[config.mk]
export PLATFORM = sky130hd
export DESIGN_NAME = servo_position_ramp_controller
export DESIGN_NICKNAME = d
export VERILOG_FILES = /design/src/rtl/srpc_pkg.sv /design/src/rtl/srpc_div.sv /design/src/rtl/srpc_datapath.sv /design/src/rtl/srpc_ctrl.sv /design/src/rtl/servo_position_ramp_controller.sv
export SDC_FILE = /design/constraint.sdc
export NUM_CORES = 2
export LEC_CHECK = 0
export ABC_CLOCK_PERIOD_IN_PS = 7950
export BUFFER_PORTS_ARGS = -buffer_cell sky130_fd_sc_hd__buf_2
export CAP_MARGIN = 20
export CORE_MARGIN = 3
export CORE_UTILIZATION = 60
export CTS_CLUSTER_DIAMETER = 200
export CTS_CLUSTER_SIZE = 28
export DETAILED_ROUTE_END_ITERATION = 10
export PLACE_DENSITY = 0.77
export SLEW_MARGIN = 5
export SYNTH_ARGS = -nofsm -noshare
export SYNTH_HDL_FRONTEND = slang
export SYNTH_SLANG_ARGS = --single-unit
[constraint.sdc]
create_clock -name clk -period 7.95 [get_ports clk]
set_input_delay 0.3975 -clock clk [delete_from_list [all_inputs] [get_ports clk]]
set_output_delay 0.3975 -clock clk [all_outputs]
set_load 0.02 [all_outputs]
[src/rtl/srpc_pkg.sv]
// Package with shared constants, command codes and control types of the servo ramp controller.
`timescale 1ns / 1ps

package srpc_pkg;

	// Number of joints held in the block.
	localparam int NUM_JOINTS = 4;
	// Joints that have a position field in the result word.
	localparam int REPORTED_JOINTS = 4;
	// Width of a joint select that addresses the joint state.
	localparam int JSEL_W = (NUM_JOINTS > 1) ? $clog2(NUM_JOINTS) : 1;

	// Field widths.
	localparam int CMD_W = 2;
	localparam int JIDX_W = 4;
	localparam int POS_W = 8;
	localparam int DUR_W = 26;
	localparam int LPU_W = 8;
	localparam int IV_W = 32;
	localparam int MASK_W = 4;

	// Stream word layout.
	localparam int IN_TDATA_W = 40;
	localparam int OUT_TDATA_W = 40;
	localparam int MOV_LSB = REPORTED_JOINTS * POS_W;
	localparam int FIN_LSB = MOV_LSB + MASK_W;

	// Divider sizes: product of loops and duration, divided by twice the distance.
	localparam int PROD_W = LPU_W + DUR_W;
	localparam int DEN_W = POS_W + 1;
	localparam int DCNT_W = $clog2(PROD_W);

	// Command codes.
	localparam logic [CMD_W-1:0] CMD_TICK = 2'd0;
	localparam logic [CMD_W-1:0] CMD_SET = 2'd1;
	localparam logic [CMD_W-1:0] CMD_GOTO = 2'd2;
	localparam logic [CMD_W-1:0] CMD_BAD = 2'd3;

	// Configuration register indexes.
	localparam logic [1:0] REG_LOOPS_PER_US = 2'd0;
	localparam logic [1:0] REG_MIN_STEP = 2'd1;
	localparam logic [1:0] REG_POS_MIN = 2'd2;
	localparam logic [1:0] REG_POS_MAX = 2'd3;
	localparam int CFG_IDX_W = 2;
	localparam int CFG_DATA_W = 32;

	// Reset values.
	localparam logic [LPU_W-1:0] LPU_RST = 8'd26;
	localparam logic [IV_W-1:0] MIN_STEP_RST = 32'd5000;
	localparam logic [POS_W-1:0] POS_MIN_RST = 8'd8;
	localparam logic [POS_W-1:0] POS_MAX_RST = 8'd160;
	localparam logic [POS_W-1:0] JOINT_POS_RST = 8'd8;

	// Commands from the controller to the datapath.
	typedef struct packed {
		logic load;
		logic div_start;
		logic commit;
	} ctrl_cmd_t;

	// Status from the datapath to the controller.
	typedef struct packed {
		logic need_div;
		logic div_done;
	} dp_stat_t;

endpackage

[src/rtl/srpc_div.sv]
// Bit-serial restoring divider for the ramp step interval.
`timescale 1ns / 1ps

module srpc_div (
	input  logic                       clk,
	input  logic                       arst_n,
	input  logic                       start,
	input  logic [srpc_pkg::PROD_W-1:0] dividend,
	input  logic [srpc_pkg::DEN_W-1:0]  divisor,
	output logic                       done,
	output logic [srpc_pkg::PROD_W-1:0] quotient
);
	import srpc_pkg::*;

	logic                running_q;
	logic [DCNT_W-1:0]   cnt_q;
	logic [DEN_W-1:0]    den_q;
	logic [DEN_W-1:0]    rem_q;
	logic [PROD_W-1:0]   quo_q;
	logic [DEN_W:0]      trial;
	logic                fits;

	// One quotient bit per cycle: shift the next dividend bit into the remainder.
	always_comb begin
		trial = {rem_q, quo_q[PROD_W-1]};
		fits = (trial >= {1'b0, den_q});
	end

	// Iteration control.
	always_ff @(posedge clk or negedge arst_n) begin
		if (!arst_n) begin
			running_q <= 1'b0;
			cnt_q <= '0;
		end else if (start) begin
			running_q <= 1'b1;
			cnt_q <= DCNT_W'(PROD_W - 1);
		end else if (running_q) begin
			cnt_q <= cnt_q - DCNT_W'(1);
			if (cnt_q == '0) begin
				running_q <= 1'b0;
			end
		end
	end

	// Remainder and quotient shift registers.
	always_ff @(posedge clk) begin
		if (start) begin
			den_q <= divisor;
			rem_q <= '0;
			quo_q <= dividend;
		end else if (running_q) begin
			rem_q <= fits ? DEN_W'(trial - {1'b0, den_q}) : DEN_W'(trial);
			quo_q <= {quo_q[PROD_W-2:0], fits};
		end
	end

	assign done = !running_q;
	assign quotient = quo_q;

endmodule

[src/rtl/srpc_datapath.sv]
// Datapath: configuration registers, joint state, step logic, divider and result register.
`timescale 1ns / 1ps

module srpc_datapath (
	input  logic                               clk,
	input  logic                               arst_n,
	input  srpc_pkg::ctrl_cmd_t                cmd,
	output srpc_pkg::dp_stat_t                 stat,
	input  logic [srpc_pkg::CMD_W-1:0]         in_command,
	input  logic [srpc_pkg::IN_TDATA_W-1:0]    in_data,
	input  logic                               cfg_we,
	input  logic [srpc_pkg::CFG_IDX_W-1:0]     cfg_index,
	input  logic [srpc_pkg::CFG_DATA_W-1:0]    cfg_wdata,
	output logic                               out_status,
	output logic [srpc_pkg::OUT_TDATA_W-1:0]   out_data
);
	import srpc_pkg::*;

	// Configuration registers.
	logic [LPU_W-1:0] lpu_q;
	logic [IV_W-1:0]  min_step_q;
	logic [POS_W-1:0] pos_min_q;
	logic [POS_W-1:0] pos_max_q;

	// Held input item.
	logic [CMD_W-1:0]  cmd_q;
	logic [JIDX_W-1:0] joint_q;
	logic [POS_W-1:0]  tpos_q;
	logic [DUR_W-1:0]  dur_q;

	// Joint state.
	logic [POS_W-1:0] pos_q [NUM_JOINTS];
	logic [POS_W-1:0] tgt_q [NUM_JOINTS];
	logic [IV_W-1:0]  iv_q [NUM_JOINTS];
	logic [IV_W-1:0]  cnt_q [NUM_JOINTS];
	logic [NUM_JOINTS-1:0] mov_q;

	// Next state.
	logic [POS_W-1:0] pos_n [NUM_JOINTS];
	logic [POS_W-1:0] tgt_n [NUM_JOINTS];
	logic [IV_W-1:0]  iv_n [NUM_JOINTS];
	logic [IV_W-1:0]  cnt_n [NUM_JOINTS];
	logic [NUM_JOINTS-1:0] mov_n;
	logic [NUM_JOINTS-1:0] fin_n;

	logic [JSEL_W-1:0] jsel;
	logic              jvalid;
	logic [POS_W-1:0]  cur_pos;
	logic [POS_W-1:0]  pos_dist;
	logic              bad;
	logic              div_done;
	logic [PROD_W-1:0] quo;
	logic [IV_W-1:0]   q_sat;
	logic [IV_W-1:0]   ramp_iv;
	logic [IV_W:0]     cnt_inc;
	logic [OUT_TDATA_W-1:0] rep_data;

	// Configuration writes.
	always_ff @(posedge clk or negedge arst_n) begin
		if (!arst_n) begin
			lpu_q <= LPU_RST;
			min_step_q <= MIN_STEP_RST;
			pos_min_q <= POS_MIN_RST;
			pos_max_q <= POS_MAX_RST;
		end else if (cfg_we) begin
			unique case (cfg_index)
				REG_LOOPS_PER_US: lpu_q <= cfg_wdata[LPU_W-1:0];
				REG_MIN_STEP: min_step_q <= cfg_wdata[IV_W-1:0];
				REG_POS_MIN: pos_min_q <= cfg_wdata[POS_W-1:0];
				REG_POS_MAX: pos_max_q <= cfg_wdata[POS_W-1:0];
				default: ;
			endcase
		end
	end

	// Input word capture.
	always_ff @(posedge clk) begin
		if (cmd.load) begin
			cmd_q <= in_command;
			joint_q <= in_data[JIDX_W-1:0];
			tpos_q <= in_data[JIDX_W +: POS_W];
			dur_q <= in_data[JIDX_W+POS_W +: DUR_W];
		end
	end

	// Request check and distance of the addressed joint.
	always_comb begin
		jsel = joint_q[JSEL_W-1:0];
		jvalid = (joint_q < JIDX_W'(NUM_JOINTS));
		cur_pos = pos_q[jsel];
		pos_dist = (tpos_q > cur_pos) ? (tpos_q - cur_pos) : (cur_pos - tpos_q);
		bad = (cmd_q == CMD_BAD) ||
			((cmd_q != CMD_TICK) &&
			(!jvalid || (tpos_q < pos_min_q) || (tpos_q > pos_max_q)));
	end

	assign stat.need_div = (cmd_q == CMD_GOTO) && !bad && (pos_dist != '0);
	assign stat.div_done = div_done;

	// Interval divider: loops times duration over twice the distance.
	srpc_div u_div (
		.clk      (clk),
		.arst_n   (arst_n),
		.start    (cmd.div_start),
		.dividend (PROD_W'(lpu_q) * PROD_W'(dur_q)),
		.divisor  ({1'b0, pos_dist} << 1),
		.done     (div_done),
		.quotient (quo)
	);

	// Saturate the quotient and raise it to the smallest allowed interval.
	always_comb begin
		q_sat = (quo[PROD_W-1:IV_W] != '0) ? '1 : quo[IV_W-1:0];
		ramp_iv = (q_sat < min_step_q) ? min_step_q : q_sat;
	end

	// Next joint state for the held item.
	always_comb begin
		pos_n = pos_q;
		tgt_n = tgt_q;
		iv_n = iv_q;
		cnt_n = cnt_q;
		mov_n = mov_q;
		fin_n = '0;
		cnt_inc = '0;
		if (cmd_q == CMD_TICK) begin
			for (int k = 0; k < NUM_JOINTS; k++) begin
				cnt_inc = {1'b0, cnt_q[k]} + (IV_W+1)'(1);
				if (mov_q[k]) begin
					if (cnt_inc >= {1'b0, iv_q[k]}) begin
						cnt_n[k] = '0;
						if (pos_q[k] < tgt_q[k]) begin
							pos_n[k] = pos_q[k] + POS_W'(1);
						end else if (pos_q[k] > tgt_q[k]) begin
							pos_n[k] = pos_q[k] - POS_W'(1);
						end
						if (pos_n[k] == tgt_q[k]) begin
							mov_n[k] = 1'b0;
							fin_n[k] = 1'b1;
						end
					end else begin
						cnt_n[k] = cnt_inc[IV_W-1:0];
					end
				end
			end
		end else if (!bad) begin
			if (cmd_q == CMD_SET) begin
				pos_n[jsel] = tpos_q;
				tgt_n[jsel] = tpos_q;
				mov_n[jsel] = 1'b0;
				cnt_n[jsel] = '0;
			end else begin
				tgt_n[jsel] = tpos_q;
				cnt_n[jsel] = '0;
				if (pos_dist == '0) begin
					mov_n[jsel] = 1'b0;
					fin_n[jsel] = 1'b1;
				end else begin
					iv_n[jsel] = ramp_iv;
					mov_n[jsel] = 1'b1;
				end
			end
		end
	end

	// Joint state update.
	always_ff @(posedge clk or negedge arst_n) begin
		if (!arst_n) begin
			for (int k = 0; k < NUM_JOINTS; k++) begin
				pos_q[k] <= JOINT_POS_RST;
				tgt_q[k] <= JOINT_POS_RST;
				iv_q[k] <= '0;
				cnt_q[k] <= '0;
			end
			mov_q <= '0;
		end else if (cmd.commit) begin
			pos_q <= pos_n;
			tgt_q <= tgt_n;
			iv_q <= iv_n;
			cnt_q <= cnt_n;
			mov_q <= mov_n;
		end
	end

	// Result word: reported positions, moving mask and finished mask.
	always_comb begin
		rep_data = '0;
		for (int k = 0; k < REPORTED_JOINTS; k++) begin
			if (k < NUM_JOINTS) begin
				rep_data[k*POS_W +: POS_W] = pos_n[JSEL_W'(k)];
			end
		end
		for (int k = 0; k < MASK_W; k++) begin
			if (k < NUM_JOINTS) begin
				rep_data[MOV_LSB + k] = mov_n[JSEL_W'(k)];
				rep_data[FIN_LSB + k] = fin_n[JSEL_W'(k)];
			end
		end
	end

	// Output register.
	always_ff @(posedge clk) begin
		if (cmd.commit) begin
			out_status <= bad;
			out_data <= rep_data;
		end
	end

endmodule

[src/rtl/srpc_ctrl.sv]
// Controller state machine: input handshake, divider sequencing and output valid.
`timescale 1ns / 1ps

module srpc_ctrl (
	input  logic                clk,
	input  logic                arst_n,
	input  logic                in_valid,
	output logic                in_ready,
	output logic                out_valid,
	input  logic                out_ready,
	input  srpc_pkg::dp_stat_t  stat,
	output srpc_pkg::ctrl_cmd_t cmd
);
	import srpc_pkg::*;

	localparam logic [1:0] ST_IDLE = 2'd0;
	localparam logic [1:0] ST_EXEC = 2'd1;
	localparam logic [1:0] ST_DIV = 2'd2;

	logic [1:0] state_q;
	logic [1:0] state_n;
	logic       out_valid_q;
	logic       out_free;

	assign out_free = !out_valid_q || out_ready;

	// Next state and commands.
	always_comb begin
		state_n = state_q;
		cmd = '0;
		in_ready = 1'b0;
		unique case (state_q)
			ST_IDLE: begin
				in_ready = 1'b1;
				if (in_valid) begin
					cmd.load = 1'b1;
					state_n = ST_EXEC;
				end
			end
			ST_EXEC: begin
				if (stat.need_div) begin
					cmd.div_start = 1'b1;
					state_n = ST_DIV;
				end else if (out_free) begin
					cmd.commit = 1'b1;
					state_n = ST_IDLE;
				end
			end
			ST_DIV: begin
				if (stat.div_done && out_free) begin
					cmd.commit = 1'b1;
					state_n = ST_IDLE;
				end
			end
			default: begin
				state_n = ST_IDLE;
			end
		endcase
	end

	// State and output valid registers.
	always_ff @(posedge clk or negedge arst_n) begin
		if (!arst_n) begin
			state_q <= ST_IDLE;
			out_valid_q <= 1'b0;
		end else begin
			state_q <= state_n;
			if (cmd.commit) begin
				out_valid_q <= 1'b1;
			end else if (out_ready) begin
				out_valid_q <= 1'b0;
			end
		end
	end

	assign out_valid = out_valid_q;

endmodule

[src/rtl/servo_position_ramp_controller.sv]
// Top level of the four-joint servo position ramp controller.
`timescale 1ns / 1ps

// Takes one command word at a time and returns one result word for it. A tick, a set
// pose or a rejected request is captured on acceptance and committed to the result
// register from the execute state. A goto pose with a nonzero distance first computes
// its step interval in a bit-serial divider, one quotient bit per cycle over the
// 34-bit product of loops_per_us and duration_us. A new word is accepted while the
// previous result still waits in the output register; the result is committed once
// that register is free. There is no clearing pass after reset.
module servo_position_ramp_controller
	import srpc_pkg::*;
(
	input  logic                     clk,
	input  logic                     arst_n,
	// Input word.
	input  logic                     s_tvalid,
	output logic                     s_tready,
	// Fields from bit 0: joint_index[3:0], target_position[11:4], duration_us[37:12].
	input  logic [IN_TDATA_W-1:0]    s_tdata,
	// Fields: command[1:0].
	input  logic [CMD_W-1:0]         s_tuser,
	// Result word.
	output logic                     m_tvalid,
	input  logic                     m_tready,
	// Fields from bit 0: position_joint0..3 (8 bits each), moving_mask[35:32],
	// finished_mask[39:36].
	output logic [OUT_TDATA_W-1:0]   m_tdata,
	// Fields: status[0].
	output logic                     m_tuser,
	// Configuration write port.
	input  logic                     cfg_we,
	input  logic [CFG_IDX_W-1:0]     cfg_index,
	input  logic [CFG_DATA_W-1:0]    cfg_wdata
);

	ctrl_cmd_t cmd;
	dp_stat_t  stat;

	// Sequencing.
	srpc_ctrl u_ctrl (
		.clk       (clk),
		.arst_n    (arst_n),
		.in_valid  (s_tvalid),
		.in_ready  (s_tready),
		.out_valid (m_tvalid),
		.out_ready (m_tready),
		.stat      (stat),
		.cmd       (cmd)
	);

	// Joint state and arithmetic.
	srpc_datapath u_dp (
		.clk        (clk),
		.arst_n     (arst_n),
		.cmd        (cmd),
		.stat       (stat),
		.in_command (s_tuser),
		.in_data    (s_tdata),
		.cfg_we     (cfg_we),
		.cfg_index  (cfg_index),
		.cfg_wdata  (cfg_wdata),
		.out_status (m_tuser),
		.out_data   (m_tdata)
	);

endmodule

==> results.sh <==
export IMPL_dpl_cell_area_mm2=0.03803
export IMPL_critPathMaxFanout=13
export IMPL_nFillCells=5047
export IMPL_coreArea_mm2=0.06081
export IMPL_rsz0062_at_grt="no"
export IMPL_end_kind="flip-flop"
export IMPL_finClkSkew_ns=0.02234
export IMPL_holdWs_ns=0.03334
export IMPL_drv_slew=0
export IMPL_htree_levels=1
export IMPL_max_stage_delay_ns=0.92
export IMPL_setup_tns_ns=0
export IMPL_cp_slowest_cell="nor3_2"
export IMPL_num_rows=90
export IMPL_floorplan_initialDensity_pct=61.08
export IMPL_grt_max_degree=78
export IMPL_fin_ws_ns=1.915
export IMPL_drcViolationCount=0
export IMPL_wl_per_cell_um=18.77
export IMPL_slew_headroom_pct=22.63
export IMPL_pin_count=124
export IMPL_pre_cts_ws_ns=1.962
export IMPL_crit_required_ns=8.42
export IMPL_die_w_um=254.8
export IMPL_worstPathCellList="and3_1 -> and3_1 -> and3_1 -> nand2_1 -> nor2_1 -> and2_0 -> and3_1 -> xor2_1 -> ha_1 -> nand4_1 -> nor4_1 -> o211ai_1 -> o211a_1 -> nor3_2 -> mux2_2 -> a221o_1 -> mux2_2"
export IMPL_syn_area_mm2=0.03714
export IMPL_vias=28600
export IMPL_crit_top_cell="and3_1"
export IMPL_worstSetupStartpointType="flip-flop"
export IMPL_setup_viol=0
export IMPL_fin_area_mm2=0.03908
export IMPL_place_hpwl_mm=68.17
export IMPL_ys_seq_elements=502
export IMPL_yosysWarnings=0
export IMPL_fmax_mhz=165.7
export IMPL_yosys_most_used_dff="dfrtp_1"
export IMPL_vias_per_cell=5.957
export IMPL_yosysSeqAreaShare_pct=35.15
export IMPL_outcome="finished clean"
export IMPL_grt_ovfl_total=0
export IMPL_finalHoldViolCount=0
export IMPL_postSynth_asyncResetShare_pct=77.69
export IMPL_final_cells=4801
export IMPL_yosysUniqueCellTypes=96
export IMPL_cts_sinks=502
export IMPL_synth_avg_cell_area_um2=9.344
export IMPL_cts_buffers=21
export IMPL_syn_to_final_growth_pct=5.232
export IMPL_drive_gt1_share_pct=7.489
export IMPL_antenna_left=0
export IMPL_routed_wl_mm=90.13
export IMPL_grt_total_usage_pct=27.96
export IMPL_vdd_drop_max_mv=0.4466
export IMPL_dieArea_mm2=0.06492
export IMPL_dr_pass1_iters=5
export IMPL_worstPathArrival_ns=6.51
export IMPL_first_global_vias=27617
export IMPL_clock_latency_ns=0.59
export IMPL_fin_util_pct=64.27
export IMPL_antenna_found_initial=1
export IMPL_leakagePower_nw=18.16
export IMPL_final_nets=4532
export IMPL_die_y_um=254.8
export IMPL_power_total_mw=15.60
export IMPL_maxCapViolCount=0
export IMPL_period_needed_ns=6.035
export IMPL_fin_crit_sh_pct=75.91
export IMPL_placed_cells=4719
export IMPL_p_per_area_mw_per_mm2=399.1
export IMPL_grt_pass1_wl_mm=145.7
export IMPL_multi_input_area_mm2=0.02168
export IMPL_hold_path_class="primary input to flip-flop"
export IMPL_cts_tree="built"
export IMPL_routabilityCongestion=0.9207
export IMPL_worstMarginPinSlew_ns=1.154
export IMPL_cts_root_buf="clkbuf_16"
export IMPL_drt_initial_drc_count=2610
export IMPL_path_class="flip-flop to flip-flop"
export IMPL_clock_path_buffers=3
export IMPL_regArea_mm2=0.01306
export IMPL_portBuffers=101
export IMPL_synth_edf_count=103
export IMPL_postSynthCellCount=3975
export IMPL_path_clk_slew_ns=0.12
export IMPL_n_antenna_cell=0
[worst max-delay path, delay by kind of cell (launching register included)]
family | cells | cell delay, ns
AOI/OAI and AO/OA | 3 | 0.80
xor gates and xnor gates | 1 | 0.10
adders and majority gates | 1 | 0.29
DFF | 1 | 0.45
muxes | 2 | 0.70
and+or+nand+nor | 10 | 3.57
[registers in the layout, summed over array words and instances (netlist names), 6 cells and up]
signal               flops
u_dp.cnt_q             128
u_dp.dur_q              26
u_dp.iv_q              128
u_dp.lpu_q               8
u_dp.min_step_q         32
u_dp.out_data           20
u_dp.pos_max_q           8
u_dp.pos_min_q           8
u_dp.pos_q              32
u_dp.tgt_q              32
u_dp.tpos_q              8
u_dp.u_div.cnt_q         6
u_dp.u_div.den_q         8
u_dp.u_div.quotient     34
u_dp.u_div.rem_q         9
[layer usage]
| metal | up-vias | GRT usage, % | wire length, um | share of wire [%] |
|---|---|---|---|---|
| met4 | 0 | 7.949 | 2846 | 3.2 |
| met1 | 13919 | 39.58 | 39660 | 44 |
| met2 | 853 | 44.82 | 41370 | 46 |
| li1 | 13666 | - | - | - |
| met5 | - | 0 | 0 | 0 |
| met3 | 162 | 4.558 | 6244 | 6.9 |
[cell families (layout without fill, tap and decap cells)]
logic type      count (synthesis)  in the layout  share of synthesized area, %
mux                           144            144                         4.427
other cells                     1             20                       0.01010
buf+inv                       612            637                         6.677
flops                         502            502                         35.15
fa+ha+maj                     448            448                         18.06
xor+xnor                      219            219                         5.201
simple gates                 1202           1202                         16.39
compound gates                847            847                         14.09
[report_power, final]
| group | switching (mW) | internal, mW |
|---|---|---|
| logic | 6.09 | 4.23 |
| registers | 0.654 | 3.27 |
| clock network | 0.838 | 0.521 |
[path summary, 6_finish.rpt]
path,endpoint,from,slack (ns),cells after the start
max reg2reg,u_dp.pos_q[22]$_DFFE_PN0P_,u_dp.cnt_q[64]$_DFFE_PN0P_,1.92,17
min in group asynchronous,u_dp.cnt_q[119]$_DFFE_PN0P_,arst_n,0.34,2
min reg2reg,u_dp.iv_q[87]$_DFFE_PN0P_,u_dp.iv_q[87]$_DFFE_PN0P_,0.49,2
min,u_dp.min_step_q[13]$_DFFE_PN0P_,cfg_wdata[13],0.03,2
max in group asynchronous,u_dp.cnt_q[18]$_DFFE_PN0P_,arst_n,5.78,4
max,u_dp.pos_q[22]$_DFFE_PN0P_,u_dp.cnt_q[64]$_DFFE_PN0P_,1.92,17
[synth_stat cells (82+ instances only)]
library cell | number | area, um2
a21oi_1 | 153 | 765.7
and2_1 | 179 | 1120
clkbuf_1 | 111 | 416.7
dfrtp_1 | 371 | 9284
edfxtp_1 | 103 | 3093
fa_1 | 147 | 2943
ha_1 | 300 | 3754
inv_1 | 428 | 1607
mux2_2 | 82 | 923.4
nand2_1 | 412 | 1546
nand3_1 | 98 | 490.5
nor2_1 | 153 | 574.3
o21ai_0 | 334 | 1672
xnor2_1 | 142 | 1244
[cell type report]
class | instances | share of cell area, %
Clock buffer | 37 | 1.524
Sequential cell | 502 | 33.41
Inverter | 430 | 4.130
Clock inverter | 1 | 0.02241
Multi-Input combinational cell | 2880 | 55.48
Timing Repair Buffer | 169 | 2.932
Tap cell | 782 | 2.503
[what timing repair did]
| item | in CTS | in global routing |
|---|---|---|
| gates resized for setup | 0 | 0 |
| hold buffers | 41 | 0 |
| endpoints found under the setup margin | 0 | 0 |
| setup buffers | 0 | 0 |
| endpoints found under the hold margin | 110 | 0 |
[cell usage in the layout (no fill, tap or decap), types with 10 or more instances in the layout]
cell type      instances
o31ai_1               40
clkbuf_16             21
o21ai_1               27
ha_1                 300
xnor2_1              142
mux2i_1               54
conb_1                20
nand4_1               70
o21ai_0              333
dfstp_2               19
and3_1                53
o211ai_1              16
and2_1               178
nand3_1               98
inv_1                428
nor2_1               152
dlygate4sd3_1         41
a21oi_1              153
buf_2                101
a211oi_1              21
a22oi_1               10
a31oi_1               30
a22o_1                56
edfxtp_1             103
o21a_1                10
nor4_1                15
mux2_2                82
nor3_1                54
buf_4                 24
or3_1                 46
dfrtp_1              371
fa_1                 147
clkbuf_1              15
a21o_1                72
nor2b_1               34
or2_2                 11
nand2b_1              28
nand2_1              412
xor2_1                76
Note: power is estimated with default switching activity, not from simulation.
